`src/design/rect_occlusion_cull_defines.svh`:
```
// assertion macros shared by the occlusion cull design files
`ifndef RECT_OCCLUSION_CULL_DEFINES_SVH
`define RECT_OCCLUSION_CULL_DEFINES_SVH

// same-cycle implication, checked while out of reset
`define ROC_ASSERT_NOW(lbl, ante, cons, msg) \
    lbl: assert property (@(posedge clk) disable iff (!rst_n) (ante) |-> (cons)) \
        else $error(msg);

// next-cycle implication, checked while out of reset
`define ROC_ASSERT_NEXT(lbl, ante, cons, msg) \
    lbl: assert property (@(posedge clk) disable iff (!rst_n) (ante) |=> (cons)) \
        else $error(msg);

`endif

```
`src/design/roc_pkg.sv`:
```
// types and constants for the rectangle occlusion cull block
package roc_pkg;

    localparam int MAX_SURFACES = 64;
    localparam int CNT_W        = $clog2(MAX_SURFACES + 1);
    localparam logic [6:0] TOTAL_MAX = 7'd127;

    typedef struct packed {
        logic               frame_start;
        logic signed [15:0] rect_x;
        logic signed [15:0] rect_y;
        logic [14:0]        rect_width;
        logic [14:0]        rect_height;
        logic               is_opaque;
    } in_item_t;

    typedef struct packed {
        logic       occluded;
        logic [6:0] occluded_so_far;
        logic       store_full;
    } out_item_t;

    // stored occluder, kept as edges
    typedef struct packed {
        logic signed [15:0] left;
        logic signed [15:0] top;
        logic signed [16:0] right;
        logic signed [16:0] bottom;
    } occ_rect_t;

    // item traveling down the cell chain
    typedef struct packed {
        logic             valid;
        logic             frame_start;
        occ_rect_t        rect;
        logic [CNT_W-1:0] remaining;
        logic             store;
        logic             occ;
        logic             full;
    } tok_t;

endpackage

```
`src/design/roc_tail.sv`:
```
// chain exit: running occluded count and output register
`include "rect_occlusion_cull_defines.svh"

module roc_tail import roc_pkg::*; (
    input  logic      clk,
    input  logic      rst_n,
    input  tok_t      tok_in,
    input  logic      cull_stall,
    output logic      en,
    output logic      cull_valid,
    output out_item_t cull
);

    logic       valid_reg;
    logic [6:0] total_reg;
    logic [6:0] total_base;
    logic [6:0] total_next;
    out_item_t  item_reg;
    out_item_t  item_next;
    logic       take;

    assign en   = !valid_reg || !cull_stall;
    assign take = en && tok_in.valid;

    always_comb
    begin
        total_base = tok_in.frame_start ? 7'd0 : total_reg;
        total_next = total_base;
        if (tok_in.occ && (total_base < TOTAL_MAX))
        begin
            total_next = total_base + 7'd1;
        end
        item_next.occluded        = tok_in.occ;
        item_next.occluded_so_far = total_next;
        item_next.store_full      = tok_in.full;
    end

    always_ff @(posedge clk or negedge rst_n)
    begin
        if (!rst_n)
        begin
            valid_reg <= 1'b0;
            total_reg <= 7'd0;
        end
        else
        begin
            if (en)
            begin
                valid_reg <= tok_in.valid;
            end
            if (take)
            begin
                total_reg <= total_next;
            end
        end
    end

    always_ff @(posedge clk)
    begin
        if (take)
        begin
            item_reg <= item_next;
        end
    end

    assign cull_valid = valid_reg;
    assign cull       = item_reg;

    `ROC_ASSERT_NEXT(a_total_steps,
        take && !tok_in.frame_start && tok_in.occ && total_reg != TOTAL_MAX,
        total_reg == $past(total_reg) + 7'd1,
        "occluded count did not advance")
    `ROC_ASSERT_NOW(a_result_matches_total,
        cull_valid,
        cull.occluded_so_far == total_reg,
        "result count differs from running total")

endmodule
```
`config.mk`:
```
export PLATFORM = sky130hd
export DESIGN_NAME = roc_tail
export DESIGN_NICKNAME = d
export VERILOG_FILES = /design/src/design/roc_pkg.sv /design/src/design/roc_tail.sv
export VERILOG_INCLUDE_DIRS = /design/src /design/src/design
export SDC_FILE = /design/constraint.sdc
export NUM_CORES = 1
export LEC_CHECK = 0
export BUFFER_PORTS_ARGS = -buffer_cell sky130_fd_sc_hd__buf_2
export CAP_MARGIN = 20
export CORE_ASPECT_RATIO = 1.5
export CORE_MARGIN = 4
export CORE_UTILIZATION = 37
export CTS_BUF_LIST = sky130_fd_sc_hd__clkbuf_4
export CTS_CLUSTER_DIAMETER = 30
export DETAILED_ROUTE_END_ITERATION = 8
export GPL_TIMING_DRIVEN = 0
export PLACE_DENSITY = 0.9
export SLEW_MARGIN = 20
export SYNTH_ARGS = -nofsm -noshare
export SYNTH_HDL_FRONTEND = slang
export SYNTH_SLANG_ARGS = --single-unit
```
`constraint.sdc`:
```
create_clock -name clk -period 2.8 [get_ports clk]
set_input_delay 0.42 -clock clk [delete_from_list [all_inputs] [get_ports clk]]
set_output_delay 0.42 -clock clk [all_outputs]
set_load 0.02 [all_outputs]
```
# After elaboration in Yosys (flattened, before gate mapping)
# Cells that the tools add are included.
# classes
add_sub_neg,1
magnitude_cmp,1
mux,2
reduce_logical,5
# ops
cell,count
2-to-1 mux 7 bit,2
adder 7 x 1 -> 7 bit (second input constant),1
< comparator 7 bit (second input constant),1
logical AND 1 bit,2
logical NOT 1 bit,2
logical OR 1 bit,1
# totals
reg_bits,17
in_bits,81
output_inout_bits,11
elab_cells,14

# Logic depth before layout (Yosys ltp)
# logic_depth
word_depth,4
depth_mapped,4
depth_no_buf,4

# Worst setup path after synthesis
# OpenSTA, ideal clock, no wires.
# synth_path
kind,input-to-reg
startpoint,input tok_in[1] in the netlist's numbering
endpoint,"register item_reg (netlist bit cull[5]), data pin"
setup_ns,0.256
t_arrival_ns,1.292
t_required_ns,2.544
path_slack_ns,1.252
stages,4
n_path_buf,1
path_cell_list,buf_2 nand4_4 o311a_1 a41o_2
# synth_via
elab_chain_len,2
# synth_lines
item,line,source
from (decl),roc_tail.sv:7,"input tok_t tok_in,"
logical AND 1 bit,roc_tail.sv:29,if (tok_in.occ && (total_base < TOTAL_MAX))
2-to-1 mux 7 bit,roc_tail.sv:29,
net total_next[4],roc_tail.sv:17,logic [6:0] total_next;
to (signal assigned),roc_tail.sv:62,item_reg <= item_next;
to (decl),roc_tail.sv:18,out_item_t item_reg;
# The timed path passes the listed nets, and every way through them passes these cells.
# A chain may end at the register's enable or synchronous reset.

# Worst setup path after layout
# layout_path
startpoint,register total_reg[0]
endpoint,"register item_reg (netlist bit cull[5]), data pin"
# layout_via
elab_chain_len,4
word_cells_on_any_way,5
cone_classes,add/sub (1); order compare (1); mux (2); reduce/logical (1)
# layout_lines
item,line,source
from (decl),roc_tail.sv:15,logic [6:0] total_reg;
from (signal assigned),roc_tail.sv:53,total_reg <= total_next;
2-to-1 mux 7 bit (*),roc_tail.sv:27,total_base = tok_in.frame_start ? 7'd0 : total_reg;
< comparator 7 bit,roc_tail.sv:29,
logical AND 1 bit,roc_tail.sv:29,
2-to-1 mux 7 bit (*),roc_tail.sv:29,
net total_next[4],roc_tail.sv:17,
# Mark *: on every way through the listed nets, which the timed path passes. The rest lies on a longest branch.

==> reports/metrics.cfg <==
[power_and_ir_drop]
p_per_area_nw_per_um2 = 542
p_leak_nw = 0.402
power_uw = 531
ir_worst_vdd_uv = 302

[placement]
routability_congestion = 0.811
hpwl_mm = 1.25
numPlacedInstances = 110
detailedPlace.worstSlack_ns = 1.05
port-buffer-count = 17
placement.cell_area_sq_um = 938

[cells_and_area]
area_growth_pct = 18.5
post_route_cells_drive_above_1_share = 0.301
finalCoreUtilization = 0.471
largest_register_ffs = 9
finalNonFillerCells = 115
layout_common_cells = 18 x sky130_fd_sc_hd__buf_2, 9 x sky130_fd_sc_hd__edfxtp_1, 8 x sky130_fd_sc_hd__dfrtp_1
n_antenna_cell = 0
layout.nets = 175
finished_cell_area_sq_um = 978
layout.cells.most_common = sky130_fd_sc_hd__buf_2

[routing]
dr_total_vias = 707
detail_route.wl_per_cell_microns = 15.2
via_density = 6.15
drt_iter0_drc = 33
drc_errors = 0
first_pass_iters = 4
wirelength_mm = 1.75
drt.antenna.violating_nets = 0

[floorplan]
pin_count = 92
chipHeight_microns = 65.9
core.rowCount = 20
fp.dieW_microns = 46.6
starting_density_of_the_core = 0.398
dieArea_sq_um = 3070
core_region_area_sq_um = 2080

[global_routing]
antenna_found_initial = 0
globalRouteTotalUtil = 0.128
first_global_vias = 669
grt_overflow_total = 0
grt_max_degree = 19
wire_length_of_the_first_global_routing_pass_mm = 2.90

[synth]
netlist-cell-type-count = 35
synthesis.area_sq_um = 826
post_synth_mux_area_share = 0
number_of_flip_flops_and_latches_in_the_synthesized_netlist = 17
post_synth_inst_count = 71
mean_instance_size_in_the_synthesized_netlist_sq_um = 11.6
synth_compound_gate_area_share = 0.220
synthXorXnorAreaFrac = 0
synth_fp_nets = 152
area_fraction_in_and_or_nand_and_nor_cells_after_synthesis = 0.173
main_combinational_cell_family_by_area_after_synthesis = compound AO/OA/AOI/OAI gates
sequential_to_total_area_share_from_yosys_stat = 0.570
post_synth_fa_ha_maj_area_fraction = 0
synth-warning-count = 0

[clock_network]
cts.sink_count = 17
htreeDepth = 1
tritoncts = yes
cts-root-to-sink-buffers = 2
cts_inserted_buffers = 3
clock_slew_at_reported_path_ffs_ns = 0.10
post_cts_resize_count = 0
root_buffer = sky130_fd_sc_hd__clkbuf_4
clk-insertion-delay-late_ns = 0.29

[sta]
min_period_ns = 1.57
rsz0062_at_grt = no
final_hold_violating_endpoints = 0
worst_slew_pin_slew_ns = 0.413
layout_setup_ws_ns = 1.23
worst_hold_slack_ns = 0.305
setup_tns_ns = 0
final.setup_skew_ns = 0.00420
timing.final.setup_violations = 0
timing.final.crit_share = 0.561
timing.max_slew.rel_slack = 0.722
max_freq_mhz = 636
timing.final.max_slew_violations = 0

[run_status]
result_of_the_run = finished clean

[min_path]
hold_path_class = primary input to flop

[worst_setup_path]
worst-endpoint-arrival_ns = 1.62
worst_setup_path_end_kind = flop
path_cells = nand4_4 > o311a_1 > a41o_2
timing.critical_path.slowest_stage_cell = sky130_fd_sc_hd__dfrtp_1
wp_data_required_ns = 2.85
critPathMaxFanout = 8
max_stage_delay_ns = 0.51
timing.setup.critical_path_class = flop to flop
cp-start-kind = flop

[run]
maxCapViolCount = 0

-- power by group --
| group | leakage [nW] | internal [mW] | total, mW | switching (mW) |
|---|---|---|---|---|
| Combinational | 0.191 | 0.0316 | 0.0819 | 0.0503 |
| Sequential | 0.192 | 0.286 | 0.310 | 0.0242 |
| Clock | 0.0184 | 0.0651 | 0.139 | 0.0741 |
| Total | 0.402 | 0.382 | 0.531 | 0.149 |
-- final timing paths --
check | from | to | slack, ns | depth (start not counted)
max in group asynchronous | rst_n | cull_valid | 2.13 | 2
hold reg to reg | cull_valid | cull_valid | 0.54 | 2
min in group asynchronous | rst_n | total_reg[5] | 0.50 | 2
setup / recovery | total_reg[0] | cull[5] | 1.23 | 3
hold / removal | tok_in[0] | cull[0] | 0.31 | 1
setup reg to reg | total_reg[0] | cull[5] | 1.23 | 3
-- worst max-delay path, delay by kind of cell, from the launching register on --
family / cells / cell delay, ns
AO/OA/AOI/OAI: 2 / 0.63
flip-flops: 1 / 0.51
AND/OR/NAND/NOR: 1 / 0.19
-- cells in the mapped netlist, drive strengths merged --
cell type | count | share of area
edfxtp | 9 | 0.33
a221o | 1 | 0.012
a221oi | 1 | 0.011
nand4 | 2 | 0.033
a21bo | 1 | 0.012
o211ai | 1 | 0.0091
and3 | 3 | 0.026
a311oi | 1 | 0.011
nor3 | 4 | 0.024
nand2 | 2 | 0.0091
a2bb2oi | 1 | 0.011
clkbuf | 2 | 0.0091
a41oi | 2 | 0.021
nor2 | 3 | 0.014
o21ai | 2 | 0.012
a211oi | 3 | 0.027
o2bb2ai | 1 | 0.011
dfrtp | 8 | 0.24
and2 | 2 | 0.015
o22a | 1 | 0.011
nand3 | 1 | 0.0061
a21oi | 5 | 0.030
nand2b | 1 | 0.0076
inv | 5 | 0.023
and4 | 2 | 0.023
nor4 | 2 | 0.015
o21a | 1 | 0.0091
a41o | 1 | 0.014
buf | 1 | 0.0061
a31oi | 1 | 0.0076
o311a | 1 | 0.012
-- what timing repair did --
action,4_1_cts,5_1_grt
hold endpoints to repair,8,0
hold buffers,1,0
endpoints found under the setup margin,0,0
buffers inserted,0,0
-- logic make-up after synthesis --
family,count (synthesis)
compound gates,24
simple gates,22
flops,17
buf+inv,8
-- layout make-up --
type	count	area, sq um
timing repair buffer	18	95.1
multi-input combinational	46	324
clock buffer	4	30.0
inverter	5	18.8
sequential	17	470
tap	22	27.5
fill	184	1100
buffer	3	12.5
-- layer usage --
| layer | part of all wire | GRT usage | vias to the layer above |
|---|---|---|---|
| met2 | 0.49 | 0.214 | 39 |
| met4 | 0.026 | 0.0534 | 0 |
| met3 | 0.11 | 0.0300 | 7 |
| met1 | 0.38 | 0.149 | 334 |
| li1 | - | - | 327 |
| met5 | 0 | 0 | - |
No activity file was read; power rests on OpenSTA's default activity.
