--- config.mk ---
export PLATFORM = sky130hd
export DESIGN_NAME = roc_cell
export DESIGN_NICKNAME = d
export VERILOG_FILES = /design/src/design/rect_occlusion_cull_defines.svh /design/src/design/roc_pkg.sv /design/src/design/roc_cell.sv
export SDC_FILE = /design/constraint.sdc
export NUM_CORES = 1
export LEC_CHECK = 0
export ABC_AREA = 1
export BUFFER_PORTS_ARGS = -buffer_cell sky130_fd_sc_hd__buf_4
export CORE_UTILIZATION = 50
export CTS_BUF_LIST = sky130_fd_sc_hd__clkbuf_8
export DETAILED_ROUTE_END_ITERATION = 7
export PLACE_DENSITY = 0.89
export SLEW_MARGIN = 25
export SYNTH_ARGS = -nofsm -noshare
export SYNTH_HDL_FRONTEND = slang
export SYNTH_SLANG_ARGS = --single-unit
export TNS_END_PERCENT = 20
--- constraint.sdc ---
create_clock -name clk -period 1.5 [get_ports clk]
set_input_delay 0.225 -clock clk [delete_from_list [all_inputs] [get_ports clk]]
set_output_delay 0.225 -clock clk [all_outputs]
set_load 0.01 [all_outputs]
--- src/design/rect_occlusion_cull_defines.svh ---
// assertion macros shared by the occlusion cull design files
`ifndef RECT_OCCLUSION_CULL_DEFINES_SVH
`define RECT_OCCLUSION_CULL_DEFINES_SVH

// same-cycle implication, checked while out of reset
`define ROC_ASSERT_NOW(lbl, ante, cons, msg) \
    lbl: assert property (@(posedge clk) disable iff (!rst_n) (ante) |-> (cons)) \
        else $error(msg);

// next-cycle implication, checked while out of reset
`define ROC_ASSERT_NEXT(lbl, ante, cons, msg) \
    lbl: assert property (@(posedge clk) disable iff (!rst_n) (ante) |=> (cons)) \
        else $error(msg);

`endif

--- src/design/roc_pkg.sv ---
// types and constants for the rectangle occlusion cull block
package roc_pkg;

    localparam int MAX_SURFACES = 64;
    localparam int CNT_W        = $clog2(MAX_SURFACES + 1);
    localparam logic [6:0] TOTAL_MAX = 7'd127;

    typedef struct packed {
        logic               frame_start;
        logic signed [15:0] rect_x;
        logic signed [15:0] rect_y;
        logic [14:0]        rect_width;
        logic [14:0]        rect_height;
        logic               is_opaque;
    } in_item_t;

    typedef struct packed {
        logic       occluded;
        logic [6:0] occluded_so_far;
        logic       store_full;
    } out_item_t;

    // stored occluder, kept as edges
    typedef struct packed {
        logic signed [15:0] left;
        logic signed [15:0] top;
        logic signed [16:0] right;
        logic signed [16:0] bottom;
    } occ_rect_t;

    // item traveling down the cell chain
    typedef struct packed {
        logic             valid;
        logic             frame_start;
        occ_rect_t        rect;
        logic [CNT_W-1:0] remaining;
        logic             store;
        logic             occ;
        logic             full;
    } tok_t;

endpackage

--- src/design/roc_cell.sv ---
// one chain cell: holds one occluder and tests the passing item against it
module roc_cell import roc_pkg::*; (
    input  logic clk,
    input  logic rst_n,
    input  logic en,
    input  tok_t tok_in,
    output tok_t tok_out
);

    occ_rect_t rect_reg;
    occ_rect_t rect_next;
    tok_t      tok_reg;
    tok_t      tok_next;
    logic      valid_reg;
    logic      hit;

    always_comb
    begin
        rect_next = rect_reg;
        tok_next  = tok_in;
        // only cells below the item's occluder count hold live entries
        hit = tok_in.valid && (tok_in.remaining != '0)
            && (rect_reg.left <= tok_in.rect.left)
            && (rect_reg.top <= tok_in.rect.top)
            && (rect_reg.right >= tok_in.rect.right)
            && (rect_reg.bottom >= tok_in.rect.bottom);
        if (hit)
        begin
            tok_next.occ = 1'b1;
        end
        if (tok_in.remaining != '0)
        begin
            tok_next.remaining = tok_in.remaining - CNT_W'(1);
        end
        else if (tok_in.valid && tok_in.store)
        begin
            // first free slot reached: take the rectangle
            rect_next      = tok_in.rect;
            tok_next.store = 1'b0;
        end
    end

    always_ff @(posedge clk or negedge rst_n)
    begin
        if (!rst_n)
        begin
            valid_reg <= 1'b0;
        end
        else if (en)
        begin
            valid_reg <= tok_in.valid;
        end
    end

    always_ff @(posedge clk)
    begin
        if (en)
        begin
            tok_reg  <= tok_next;
            rect_reg <= rect_next;
        end
    end

    always_comb
    begin
        tok_out       = tok_reg;
        tok_out.valid = valid_reg;
    end

endmodule

======== Word-level counts from Yosys, hierarchy flattened ========
Index checks and enable logic that the tools add are counted.
cells by class
  bitwise logic cells ..................... 1
  $lt $le $gt $ge ......................... 4
  reductions and logical operators ........ 8
  $add $sub $neg .......................... 1
  muxes and demuxes ....................... 3
operators by type and width
  operator                                                             number
  17-bit >= comparator                                                 2
  16-bit less-or-equal comparator                                      2
  7-bit two-way mux                                                    1
  7-bit nonzero test                                                   1
  7-bit by 1-bit subtractor with 7-bit output (second input constant)  1
  1-bit logical AND                                                    6
  3-bit AND reduction                                                  1
  1-bit two-way mux                                                    2
  1-bit inverter                                                       1
word-level totals
  flip-flop bits (word level) ............. 144
  input bits .............................. 81

======== Logic depth before layout (Yosys ltp) ========
  depth after elaboration ................. 6
  gate-level depth with buffers ........... 16

======== Worst setup path after synthesis ========
No wires, ideal clock.
  path type ............................... input -> register
  start ................................... input tok_in[3] (netlist bit)
  end ..................................... register rect_reg[0] (netlist bit), enable pin
  arrival time ............................ 5.463 ns
  setup time .............................. 0.571 ns
  path slack .............................. -4.534 ns
  stages on the path ...................... 8
  path through ............................ inv_1 -> ha_1 -> nand2_2 -> nor2_4 -> nand3b_4 -> nor2_8 -> inv_1 -> nor3_1
on the way
  word-level cells in the longest chain between the ends .. 3
RTL lines
  what                                  line            RTL
  start: declaration                    roc_cell.sv:6   input tok_t tok_in,
  7-bit nonzero test                    roc_cell.sv:31  if (tok_in.remaining != '0)
  1-bit inverter (no source line)       --
  3-bit AND reduction (no source line)  --
  end signal: assignment                roc_cell.sv:60  rect_reg <= rect_next;
  end: declaration                      roc_cell.sv:10  occ_rect_t rect_reg;
No other way between the ends.
A chain may end at the register's enable or synchronous reset.

======== Worst setup path in the final report ========
  start ................................... register rect_reg[49] (netlist bit)
  end ..................................... register tok_reg (netlist bit tok_out[1]), data pin
on the way
  word-level cells in the longest chain between the ends .. 4
RTL lines
  what                             line            RTL
  16-bit less-or-equal comparator  roc_cell.sv:24  && (rect_reg.top <= tok_in.rect.top)
  1-bit logical AND                roc_cell.sv:24
  1-bit logical AND                roc_cell.sv:25  && (rect_reg.right >= tok_in.rect.right)
  1-bit logical AND                roc_cell.sv:26  && (rect_reg.bottom >= tok_in.rect.bottom);
  end signal: assignment           roc_cell.sv:59  tok_reg <= tok_next;
  end: declaration                 roc_cell.sv:12  tok_t tok_reg;
No other way between the ends.

==> metrics.md <==
| Metric | Value |
|---|---|
| Number of enable flip-flop cells after synthesis | `143` |
| Cell taking the most area after synthesis | `edfxtp_1` |
| WL/cell | `16.5 µm` |
| DP HPWL | `10,500 µm` |
| Yosys cell types | `28` |
| CTS clk-pin slew, worst paths | `0.08 ns` |
| Vias in the first global route | `5,078` |
| Drt total wl | `16,000 µm` |
| Area of the core | `12,600 µm²` |
| Final setup margin | `-0.294 ns` |
| Synth top area share | `66.3%` |
| 1st-iter DRT viols | `273` |
| Post-synth ARST share | `0.694%` |
| Placer Congestion | `0.761` |
| Later-pin clock latency in the skew report | `0.46 ns` |
| Final worst-path cycle share | `120%` |
| Max reg flops | `77` |
| Top post-synthesis cells by area | `edfxtp_1 66%, ha_1 13%, inv_1 6.0%` |
| Critical path required time | `1.71 ns` |
| Total Routing Usage GR | `23.7%` |
| Fill cells | `802` |
| Die area | `13,400 µm²` |
| Clock Path Buffers | `2` |
| Antenna-violating nets left | `0` |
| RSZ-0062 raised after global routing | `true` |
| Post-layout nets | `932` |
| F_max | `557 MHz` |
| Most frequent cell after synthesis | `edfxtp_1` |
| WS Path Type | `register to register` |
| Synth Warn # | `0` |
| VDD IR max | `0.591 mV` |
| Slew @ Worst Pin | `0.468 ns` |
| Ant. Diodes | `0` |
| Starting Density | `51.3%` |
| Synthesis-to-layout area growth | `44.8%` |
| CTS tree | `yes` |
| Total power | `0.00945 W` |
| Flops & latches, synth | `144` |
| Die outline width | `116 µm` |
| Share of cells above drive strength 1 | `38.1%` |
| Post-synthesis cell count | `517` |
| Skew final | `0.0106 ns` |
| First-pass GRT wire length | `23,400 µm` |
| Root buf cell | `clkbuf_8` |
| Final Hold Vio Count | `0` |
| CTS Buf Count | `17` |
| Post-Place Cells | `912` |
| Syn avg cell area | `12.5 µm²` |
| Max-Cap Viols | `0` |
| Initial antenna violation count | `0` |
| Vias per cell | `4.95` |
| Largest net degree at the start of global routing | `79` |
| CP startpoint kind | `register` |
| CP endpoint kind | `register` |
| Cell area after synthesis | `6480 µm²` |
| Failing checks | `negative setup slack` |
| DRT Pass-1 Iters | `5` |
| Synth cell count leaders | `143 x edfxtp_1, 104 x inv_1, 104 x nand2_1` |
| Total I/O pin count | `159` |
| Final non-filler cell total | `969` |
| HP Class | `input pin to register` |
| Final setup violation count | `1` |
| P_leak | `4.35 nW` |
| WP data arrival | `2.00 ns` |
| Rel. slew slack | `68.8%` |
| Die Ht | `116 µm` |
| Status | `finished with violations` |
| Fin crit period | `1.79 ns` |
| Via Count | `4,792` |
| Pwr dens | `1010 nW/µm²` |
| Sequential area share after synthesis | `66.7%` |
| Max FO, Critical Path | `3` |
| # clock sinks | `144` |
| Main synth FF type | `edfxtp_1` |
| Max H-tree Level | `4` |
| Post-route DRC violation count | `0` |
| Row cnt | `41` |
| Syn nets | `665` |
| Hold path cells | `2` |
| Remaining Overflow, GRT | `0` |
| Port-buffer cells | `158` |
| Reg2reg path depth | `10` |
| Final Slew Violations | `0` |
==> final timing paths <==
kind                                   startpoint                       end  slack, ns
max                        rect_reg[49]$_DFFE_PP_  tok_out[1]$_SDFFCE_PP1P_      -0.29
min in group asynchronous                   rst_n     valid_reg$_DFFE_PN0P_       0.07
max reg2reg                rect_reg[49]$_DFFE_PP_  tok_out[1]$_SDFFCE_PP1P_      -0.29
max in group asynchronous                   rst_n     valid_reg$_DFFE_PN0P_       1.35
min reg2reg                 valid_reg$_DFFE_PN0P_     valid_reg$_DFFE_PN0P_       0.54
min                                    tok_in[21]    rect_reg[11]$_DFFE_PP_       0.05
==> worst max-delay path, cell delays in order (launching register included) <==
cell and delay (ns):
edfxtp_1 0.42, ha_4 0.31, nand2_2 0.08, o21ai_0 0.30
a21oi_2 0.09, nand2_1 0.08, nand2_1 0.05, nand2_1 0.05
nand2_1 0.06, nand2_2 0.07, o21bai_2 0.05
==> per-layer routing <==
metal / global-route usage (%) / vias to the layer above / part of all wire (%)
met1: 24.8 / 2265 / 37
li1: - / 2280 / -
met5: 0 / - / 0
met4: 9.15 / 0 / 3.1
met2: 43.9 / 197 / 53
met3: 7.69 / 50 / 6.5
==> cell type report <==
class	instances	area, µm²	area share (%)
sequential	144	4320	46.1
multi-input combinational	267	1990	21.2
timing repair buffer	249	1970	21.0
inverter	105	419	4.47
clock buffer	21	289	3.08
tap	172	215	2.29
clock inverter	11	184	1.96
==> metrics by stage <==
step                      TNS (ns)  setup slack (ns)  area [µm²]  hold slack (ns)  util (%)
after global routing        -0.417            -0.417        9380           0.0303      74.3
after CTS                   -0.293            -0.293        9240           0.0238      73.2
after detailed placement    -27.44            -0.413        8460          0.00509      67.0
after global placement      -23.07            -0.352        8460          0.00147      67.0
after floorplan             -96.37             -1.46        6530          -0.0706         -
final                       -0.294            -0.294        9380           0.0458      74.3
==> report_power, final <==
group / internal [W] / total (W) / leakage (nW) / switching, W
Sequential: 0.00462 / 0.00467 / 1.36 / 0.0000551
Clock: 0.00214 / 0.00358 / 0.239 / 0.00144
Combinational: 0.000629 / 0.00120 / 2.75 / 0.000570
Total: 0.00739 / 0.00945 / 4.35 / 0.00206
==> layout by cell type, fill, tap and decap left out, types with 2 or more instances in the layout <==
master,count
nand2_2,8
dlygate4sd3_1,24
nand3_2,2
inv_1,99
clkinvlp_4,2
edfxtp_1,143
a21oi_2,4
nand2_1,97
a21o_1,3
nand3_1,9
nor2_4,7
nor2_1,21
clkbuf_8,21
o21a_1,2
ha_4,10
nor2_2,4
bufinv_16,5
a21oi_1,22
o21ai_0,4
nand4_1,3
inv_2,5
buf_12,3
ha_1,57
clkinv_2,3
inv_12,2
or2_0,2
buf_4,222
==> what timing repair did <==
item	in CTS	in global routing
setup buffers	0	1
gates resized for setup	14	25
hold buffers	24	0
setup endpoints to repair	1	1
pin swaps	6	9
hold endpoints to repair	45	0
==> logic make-up (layout without fill, tap and decap cells) <==
| logic type | Yosys count | after routing | synth area share (%) |
|---|---|---|---|
| adders and majority gates | 67 | 67 | 12.9 |
| and+or+nand+nor | 161 | 161 | 10.8 |
| DFF | 144 | 144 | 66.7 |
| buffers and inverters | 106 | 386 | 6.20 |
| AOI/OAI and AO/OA | 37 | 37 | 3.15 |
| xor gates and xnor gates | 2 | 2 | 0.270 |
Power figures use the tool's default switching activity.
