==> config.mk <==
export PLATFORM = sky130hd
export DESIGN_NAME = roc_front
export DESIGN_NICKNAME = d
export VERILOG_FILES = /design/src/design/roc_pkg.sv /design/src/design/roc_front.sv
export VERILOG_INCLUDE_DIRS = /design/src /design/src/design
export SDC_FILE = /design/constraint.sdc
export NUM_CORES = 1
export LEC_CHECK = 0
export BUFFER_PORTS_ARGS = -buffer_cell sky130_fd_sc_hd__buf_4
export CORE_UTILIZATION = 25
export CTS_BUF_LIST = sky130_fd_sc_hd__clkbuf_8
export DETAILED_ROUTE_END_ITERATION = 12
export PLACE_DENSITY = 0.53
export SYNTH_ARGS = -nofsm -noshare
export SYNTH_HDL_FRONTEND = slang
export SYNTH_SLANG_ARGS = --single-unit
==> constraint.sdc <==
create_clock -name clk -period 4.3 [get_ports clk]
set_input_delay 0.43 -clock clk [delete_from_list [all_inputs] [get_ports clk]]
set_output_delay 0.43 -clock clk [all_outputs]
set_load 0.03 [all_outputs]
==> src/design/rect_occlusion_cull_defines.svh <==
// assertion macros shared by the occlusion cull design files
`ifndef RECT_OCCLUSION_CULL_DEFINES_SVH
`define RECT_OCCLUSION_CULL_DEFINES_SVH

// same-cycle implication, checked while out of reset
`define ROC_ASSERT_NOW(lbl, ante, cons, msg) \
    lbl: assert property (@(posedge clk) disable iff (!rst_n) (ante) |-> (cons)) \
        else $error(msg);

// next-cycle implication, checked while out of reset
`define ROC_ASSERT_NEXT(lbl, ante, cons, msg) \
    lbl: assert property (@(posedge clk) disable iff (!rst_n) (ante) |=> (cons)) \
        else $error(msg);

`endif

==> src/design/roc_pkg.sv <==
// types and constants for the rectangle occlusion cull block
package roc_pkg;

    localparam int MAX_SURFACES = 64;
    localparam int CNT_W        = $clog2(MAX_SURFACES + 1);
    localparam logic [6:0] TOTAL_MAX = 7'd127;

    typedef struct packed {
        logic               frame_start;
        logic signed [15:0] rect_x;
        logic signed [15:0] rect_y;
        logic [14:0]        rect_width;
        logic [14:0]        rect_height;
        logic               is_opaque;
    } in_item_t;

    typedef struct packed {
        logic       occluded;
        logic [6:0] occluded_so_far;
        logic       store_full;
    } out_item_t;

    // stored occluder, kept as edges
    typedef struct packed {
        logic signed [15:0] left;
        logic signed [15:0] top;
        logic signed [16:0] right;
        logic signed [16:0] bottom;
    } occ_rect_t;

    // item traveling down the cell chain
    typedef struct packed {
        logic             valid;
        logic             frame_start;
        occ_rect_t        rect;
        logic [CNT_W-1:0] remaining;
        logic             store;
        logic             occ;
        logic             full;
    } tok_t;

endpackage

==> src/design/roc_front.sv <==
// entry stage: occluder count, store slot and full flag per frame
`include "rect_occlusion_cull_defines.svh"

module roc_front import roc_pkg::*; (
    input  logic     clk,
    input  logic     rst_n,
    input  logic     en,
    input  logic     surf_valid,
    input  in_item_t surf,
    output tok_t     tok
);

    logic [CNT_W-1:0] count_reg;
    logic [CNT_W-1:0] count_next;
    logic             ovf_reg;
    logic             ovf_next;
    logic [CNT_W-1:0] cnt_base;
    logic             ovf_base;
    logic             store;
    logic             accept;

    assign accept = surf_valid && en;

    always_comb
    begin
        cnt_base   = surf.frame_start ? '0 : count_reg;
        ovf_base   = surf.frame_start ? 1'b0 : ovf_reg;
        store      = surf.is_opaque && (cnt_base < CNT_W'(MAX_SURFACES));
        count_next = cnt_base + CNT_W'(store);
        ovf_next   = ovf_base || (surf.is_opaque && !store);

        tok.valid       = surf_valid;
        tok.frame_start = surf.frame_start;
        tok.rect.left   = surf.rect_x;
        tok.rect.top    = surf.rect_y;
        tok.rect.right  = $signed({surf.rect_x[15], surf.rect_x})
                        + $signed({2'b00, surf.rect_width});
        tok.rect.bottom = $signed({surf.rect_y[15], surf.rect_y})
                        + $signed({2'b00, surf.rect_height});
        tok.remaining   = cnt_base;
        tok.store       = store;
        tok.occ         = 1'b0;
        tok.full        = ovf_next;
    end

    always_ff @(posedge clk or negedge rst_n)
    begin
        if (!rst_n)
        begin
            count_reg <= '0;
            ovf_reg   <= 1'b0;
        end
        else if (accept)
        begin
            count_reg <= count_next;
            ovf_reg   <= ovf_next;
        end
    end

    `ROC_ASSERT_NEXT(a_full_sets_ovf,
        accept && !surf.frame_start && surf.is_opaque &&
        count_reg == CNT_W'(MAX_SURFACES),
        ovf_reg && count_reg == CNT_W'(MAX_SURFACES),
        "opaque item on full store did not raise overflow")
    `ROC_ASSERT_NEXT(a_frame_restart,
        accept && surf.frame_start,
        count_reg == CNT_W'($past(surf.is_opaque)),
        "frame start did not restart the occluder count")

endmodule

## Word-level counts from Yosys, hierarchy flattened

Cells that the tools add are included.
W data, S select, Z words.

| operators by class | value |
|---|---|
| add/sub/neg operators | 3 |
| $lt $le $gt $ge | 1 |
| multiplexer cells | 2 |
| reductions and logical operators | 5 |

Operators by type and width:

| kind | number |
|---|---|
| $add A16 B16 Y17 | 2 |
| $add A7 B1 Y7 | 1 |
| $lt A7 B7 Y1 const B | 1 |
| $mux W7 | 1 |
| $logic_and A1 B1 Y1 | 3 |
| $logic_not A1 Y1 | 1 |
| $logic_or A1 B1 Y1 | 1 |
| $mux W1 | 1 |

| storage, ports and cells | value |
|---|---|
| flip-flop bits (word level) | 8 |
| input bits | 68 |
| output and inout port bits | 78 |

## Logic depth before layout (Yosys ltp)

Gate-level depths: netlist of the first run.

| depth | value |
|---|---|
| word-level depth | 6 |
| depth in mapped cells | 8 |
| depth with buffers taken out | 8 |

## Worst setup path before layout of the first run

No wires, ideal clock.

| timing | value |
|---|---|
| kind | input-to-output |
| from | input surf[1] in the netlist's numbering |
| to | output tok[26] in the netlist's numbering |
| arrival time | 2.610 ns |
| required time | 3.870 ns |
| path slack | 1.260 ns |
| cell stages on the path | 7 |
| path buffers | 0 |
| cells stage by stage | ha_1 > fa_1 > a211oi_1 > o21ai_0 > a21oi_1 > o21bai_1 > a221oi_1 |

RTL lines:

| element | RTL line | text |
|---|---|---|
| start: declaration | roc_front.sv:9 | `input in_item_t surf,` |
| end: declaration | roc_front.sv:10 | `output tok_t tok` |

==> results.md, run 1 <==
- Outcome: finished, final reports clean
- WP buf/inv: 2
- Synthesized area: 2130 sq um
- Initial antenna violation count: 0
- Initial DRC count: 56
- Worst r2r src: count_reg[6]
- Hold crit path type: in -> async
- Core Area: 8220 sq um
- Critical-path cell list: buf_4 -> ha_1 -> fa_1 -> a211oi_1 -> o21ai_0 -> a21oi_1 -> o21ai_0 -> a21oi_1 -> xnor2_1 -> buf_4
- Fin area: 3060 sq um
- Crit Path Max Fanout: 3
- Setup TNS: 0 ns
- H-tree levels: 1
- Peak supply drop: 0.196 mV
- GRT overflow: 0
- Cell Area, Placed: 3020 sq um
- Root buf cell: clkbuf_8
- Initial core utilization: 25.9%
- Critical path class: in -> out
- Drt via density: 4.65
- FP Rows: 33
- Syn_nets: 375
- Warnings from Yosys: 0
- Dominant synthesized flop cell: dfrtp_1
- Final worst-path cycle share: 70.8%
- TritonCTS clock tree: yes
- Die height: 94.2 um
- First-pass GRT wire length: 8.85 mm
- Critical path depth: 10
- Ports: 146
- Critical Path RT: 3.87 ns
- Post-route DRC: 0
- Reg2Reg Depth: 8
- Async SR Flop Fraction: 100%
- Largest net degree at the start of global routing: 18
- Clock Skews: 0.00156 ns
- TritonCTS buffer count: 3
- Postcts setup bufs: 0
- Synth cell types: 43
- Post-synth EDFFs: 0
- Filler instances: 877
- Layout area overhead: 43.9%
- Clk_lat worst skew: 0.23 ns
- Mean Syn Cell Area: 7.79 sq um
- Drt total wl: 5.87 mm
- Post-Synthesis Cells: 273
- Crit path largest cell delay: 0.43 ns
- WL per Instance: 12.2 um
- Die area: 8880 sq um
- Antenna Violating Nets Remaining: 0
- CTS Sinks: 8
- Slowest-stage cell, CP: fa_1
- Yosys reg bits: 8
- Multi-input logic area: 1590 sq um
- Final GP Congestion: 0.752
- Final hold violations: 0
- # resized after CTS: 0
- DR pass1 iterations: 4
- Final setup fails: 0
- Seq/Total Area, Yosys: 9.41%
- Fmax: 328 MHz
- Worst-path clk slew: 0.04 ns
- Port bufs: 144
- Critical path's top delay family: compound AO/OA/AOI/OAI gates
- Critical path launch point type: input port
- Vias in the first global route: 2012
- Pwr Density: 262 nW/um^2
- Max clock buf depth: 2
- Final Net Count: 480
- Register Area: 200 sq um
- Post-DP HPWL: 5.14 mm
- Die X-Extent: 94.2 um
- Arr. time, crit path: 2.62 ns
- Max-cap violations: 0
- Crit path time final: 3.05 ns
- Max reg flops: 7
- Leak pwr: 1.55 nW
- Total track usage: 12.2%
- Reg2reg end: count_reg[6]
- CP Capture Type: output port
- Via Count: 2239
- Antenna fix cells: 0
- Layout cell share with drive strength beyond 1: 41.2%
- Final Max Tran Viols: 0
- RSZ-0062 raised after global routing: no
- Reg2reg setup slack: 2.51 ns
- CTS Hold Buffers Added: 0
[cell families after synthesis]
group | Yosys count | synth area share (%)
buf+inv | 49 | 15.9
compound gates | 93 | 28.1
mux | 2 | 1.06
fa+ha+maj | 34 | 20.7
flops | 8 | 9.41
xor+xnor | 26 | 10.7
simple gates | 60 | 14.0
other cells | 1 | 0.176
[layout make-up]
class,instances,area share [%]
Inverter,5,0.613
Tap cell,105,4.29
Timing Repair Buffer,144,35.3
Clock buffer,3,1.35
Multi-Input combinational cell,216,51.9
Sequential cell,8,6.54
[worst register-to-register path, cell delays in order, from the launching register on]
cell	delay, ns
dfrtp_1	0.41
nor2b_1	0.16
nor2b_1	0.16
ha_1	0.21
ha_1	0.22
nand2_1	0.06
nor2_1	0.13
o21ai_0	0.09
a22o_1	0.24
[per-layer routing]
layer / vias up / GRT usage (%) / routed length [um]
met4: 0 / 1.54 / 26
met3: 4 / 1.21 / 453
met2: 91 / 21.8 / 2730
li1: 1160 / - / -
met1: 984 / 16.0 / 2660
met5: - / 0 / 0
[power breakdown]
| part | switching (mW) | internal (mW) | total (mW) |
|---|---|---|---|
| logic | 0.358 | 0.252 | 0.611 |
| registers | 0.0128 | 0.0872 | 0.100 |
| clock network | 0.0303 | 0.0607 | 0.0910 |
| total | 0.401 | 0.400 | 0.802 |
[layout by cell type (no fill, tap or decap), drive strengths merged, types with 4 or more instances in the layout]
master  Yosys  final
a211oi      4      4
a21o       14     14
a21oi      29     29
a31oi       4      4
buf        40    144
dfrtp       8      8
ha         32     32
inv         5      5
nand2      15     15
nand3       7      7
nor2       12     12
nor2b       9      9
nor3        4      4
o21ai      23     23
o21bai      8      8
xnor2      16     16
xor2       10     10
[per-stage QoR]
step / hold WS [ns] / util (%) / worst slack (ns) / power [mW] / std cells
floorplan: 0.134 / - / 1.26 / 0.512 / 273
finish: 0.0100 / 37.3 / 1.25 / 0.802 / 481
detailed placement: 0.258 / 36.8 / 1.28 / 0.714 / 478
CTS: 0.0155 / 37.3 / 1.27 / 0.807 / 481
global placement: 0.258 / 36.8 / 1.30 / 0.713 / 478
global route: 0.0197 / 37.3 / 1.08 / 0.853 / 481
[cell usage after synthesis, types with 2 or more instances]
library cell   n  area share (%)
a211oi_1       4             1.4
a21o_1        13             4.6
a21oi_1       28             6.6
a221oi_2       2             1.4
a22o_1         2            0.82
a31oi_1        4             1.2
and2_1         3            0.88
and3_1         2            0.59
buf_4         38              13
clkbuf_1       2            0.35
clkbuf_2       2            0.47
dfrtp_1        8             9.4
fa_1           2             1.9
ha_1          32              19
inv_1          5            0.88
mux2_2         2             1.1
nand2_1       15             2.6
nand2b_1       2            0.59
nand3_1        7             1.6
nand4_1        2            0.59
nor2_1        12             2.1
nor2b_1        9             2.6
nor3_1         4            0.94
o21ai_0       22             5.2
o21bai_1       8             2.8
o31ai_1        2            0.71
xnor2_1       16             6.6
xor2_1        10             4.1
[worst max path at each step]
stage	startpoint	end	slack, ns
floorplan	surf[1]	tok[26]	1.26
global placement	surf[16]	tok[39]	1.30
detailed placement	surf[16]	tok[39]	1.28
CTS	surf[1]	tok[22]	1.27
global route	surf[1]	tok[22]	1.08
finish	surf[1]	tok[24]	1.25
(Power assumes the default switching activity.)
==> run 2: changes to the inputs <==
--- a/config.mk
+++ b/config.mk
@@ -10,7 +10,7 @@
 export CORE_UTILIZATION = 25
 export CTS_BUF_LIST = sky130_fd_sc_hd__clkbuf_8
 export DETAILED_ROUTE_END_ITERATION = 12
-export PLACE_DENSITY = 0.53
+export PLACE_DENSITY = 0.55
 export SYNTH_ARGS = -nofsm -noshare
 export SYNTH_HDL_FRONTEND = slang
 export SYNTH_SLANG_ARGS = --single-unit
==> constraint.sdc (replaced) <==
create_clock -name clk -period 2.7 [get_ports clk]
set_input_delay 0.27 -clock clk [delete_from_list [all_inputs] [get_ports clk]]
set_output_delay 0.27 -clock clk [all_outputs]
set_load 0.03 [all_outputs]
==> results.md, run 2 (same netlist as run 1, synthesis figures left out) <==
- Outcome: finished, final reports clean (unchanged)
- Filler instances: 867 (was 877)
- Final GP Congestion: 0.819 (was 0.752)
- Final std cells w/o fill: 485 (was 481)
- TritonCTS clock tree: yes (unchanged)
- Clk pwr share: 11.5% (was 11.4%)
- Commonest non-fill, non-tap cell in the layout: buf_4 (unchanged)
- CTS Sinks: 8 (unchanged)
- Combinational power share: 76.2% (about the same)
- Fmax: 393 MHz
- Vias in the first global route: 2041 (was 2012)
- Layout area overhead: 46.6% (was 43.9%)
- Max clock buf depth: 2 (unchanged)
- Drt total wl: 5.80 mm (was 5.87 mm)
- Core Area: 8220 sq um (unchanged)
- Peak supply drop: 0.272 mV (was 0.196 mV)
- Final setup fails: 0 (unchanged)
- Total track usage: 12.3% (was 12.2%)
- Hold depth: 3
- First-pass GRT wire length: 8.98 mm (was 8.85 mm)
- Post-DP HPWL: 5.00 mm (was 5.14 mm)
- GRT overflow: 0 (unchanged)
- CP Capture Type: output port (unchanged)
- Post-route DRC: 0 (unchanged)
- DR pass1 iterations: 4 (unchanged)
- WL per Instance: 12.0 um (was 12.2 um)
- Pwr Density: 415 nW/um^2 (was 262 nW/um^2)
- Setup TNS: 0 ns (unchanged)
- WHS: 0.344 ns (was 0.0100 ns)
- Critical path class: in -> out (unchanged)
- Flop pwr share: 12.3% (was 12.5%)
- Clock Skews: 0.00241 ns (was 0.00156 ns)
- Root buf cell: clkbuf_8 (unchanged)
- Final hold violations: 0 (unchanged)
- FP Rows: 33 (unchanged)
- Crit Path Max Fanout: 3 (unchanged)
- Switching Fraction: 49.9% (was 50.1%)
- Most frequent cells in the layout: buf_4, ha_1, a21oi_1 (unchanged)
- Arr. time, crit path: 2.27 ns (was 2.62 ns)
- Critical path launch point type: input port (unchanged)
- Via Count: 2267 (was 2239)
- H-tree levels: 1 (unchanged)
- Crit path time final: 2.54 ns
- Initial antenna violation count: 0 (unchanged)
- Largest net degree at the start of global routing: 18 (unchanged)
- Layout cell share with drive strength beyond 1: 43.2% (was 41.2%)
- Die area: 8880 sq um (unchanged)
- RSZ-0062 raised after global routing: no (unchanged)
- Final Net Count: 484 (was 480)
- Initial DRC count: 75 (was 56)
- Hold crit path type: in -> reg (was in -> async)
- Clk_lat worst skew: 0.23 ns (about the same)
- Initial core utilization: 25.9% (unchanged)
- Reg2reg setup slack: 0.92 ns (was 2.51 ns)
- Drt via density: 4.67 (was 4.65)
- Max reg flops: 7 (unchanged)
- Ports: 146 (unchanged)
- Antenna Violating Nets Remaining: 0 (unchanged)
- Die X-Extent: 94.2 um (unchanged)
- Reg2Reg Depth: 8 (unchanged)
- Antenna fix cells: 0 (unchanged)
- Worst-path clk slew: 0.04 ns (about the same)
- Max-cap violations: 0 (unchanged)
- Critical Path RT: 2.43 ns (was 3.87 ns)
- Leak pwr: 1.57 nW (was 1.55 nW)
- TritonCTS buffer count: 3 (unchanged)
- Die height: 94.2 um (unchanged)
- Final Max Tran Viols: 0 (unchanged)
- Internal: 0.648 mW (was 0.400 mW)
- Post-Place Cells: 480 (was 478)
- Final worst-path cycle share: 94.2%
- Psw: 0.646 mW (was 0.401 mW)
- Port bufs: 144 (unchanged)
run 2: cell types whose count changed in the layout (fill, tap and decap cells not counted):
cell	previous run	this run
a221oi_1	1	0
o21ai_1	1	2
fa_1	2	0
fa_2	0	2
a21oi_1	28	26
o21ai_0	22	21
buf_4	144	147
dlygate4sd3_1	0	1
a211oi_1	4	3
a211oi_2	0	1
a21oi_2	1	3
a221oi_2	2	3
run 2: area by class of cell:
| class | count | area (sq um) | share of cell area [%] |
|---|---|---|---|
| Clock buffer | 3 | 41.3 | 1.32 |
| Inverter | 5 | 18.8 | 0.602 |
| Multi-Input combinational cell | 216 | 1610 | 51.7 |
| Sequential cell | 8 | 200 | 6.42 |
| Tap cell | 105 | 131 | 4.21 |
| Timing Repair Buffer | 148 | 1110 | 35.7 |
run 2: path summary, 6_finish.rpt:
check                                  start            to
worst min-delay path                 surf[0]       ovf_reg
worst max register to register  count_reg[6]  count_reg[6]
worst max-delay path                surf[16]       tok[39]
worst min register to register  count_reg[0]  count_reg[0]
max in group asynchronous              rst_n  count_reg[3]
min in group asynchronous              rst_n  count_reg[0]
run 2: layer usage:
layer	wire (um)	vias up	GRT usage [%]
li1	-	1168	-
met1	2630	1001	16.1
met2	2750	92	21.9
met3	386	6	0.890
met4	33	0	2.56
met5	0	-	0
run 2: metrics by stage:
stage | power (mW) | setup slack (ns) | cell area, sq um | utilization [%]
after floorplan | 0.817 | 0.248 | 2130 | -
after global placement | 1.14 | -0.00643 | 3040 | 37.0
after detailed placement | 1.14 | -0.0286 | 3040 | 37.0
after CTS | 1.30 | 0.0243 | 3110 | 37.8
after global routing | 1.38 | 0.00767 | 3120 | 37.9
final | 1.29 | 0.155 | 3120 | 37.9
run 2: power by group through the flow:
| stage | clock network, mW | registers, mW | logic [mW] |
|---|---|---|---|
| after floorplan | 0 | 0.155 | 0.662 |
| final | 0.149 | 0.159 | 0.986 |
| after global placement | 0 | 0.160 | 0.978 |
| after CTS | 0.152 | 0.159 | 0.990 |
| after detailed placement | 0 | 0.160 | 0.982 |
| after global routing | 0.155 | 0.162 | 1.06 |
run 2: what timing repair did:
| item | in CTS | in global routing |
|---|---|---|
| hold buffers | 1 | 0 |
| endpoints found under the hold margin | 8 | 0 |
| setup endpoints to repair | 5 | 6 |
| pin swaps | 1 | 3 |
| resized for setup | 1 | 5 |
| setup buffers | 1 | 0 |
| gates cloned | 0 | 0 |
run 2: critical path, stage by stage:
cell	delay, ns
buf_4	0.11
ha_1	0.22
fa_2	0.37
a21oi_2	0.18
o21ai_1	0.12
a221oi_2	0.37
o21bai_1	0.13
a21oi_1	0.19
xnor2_1	0.14
buf_4	0.18
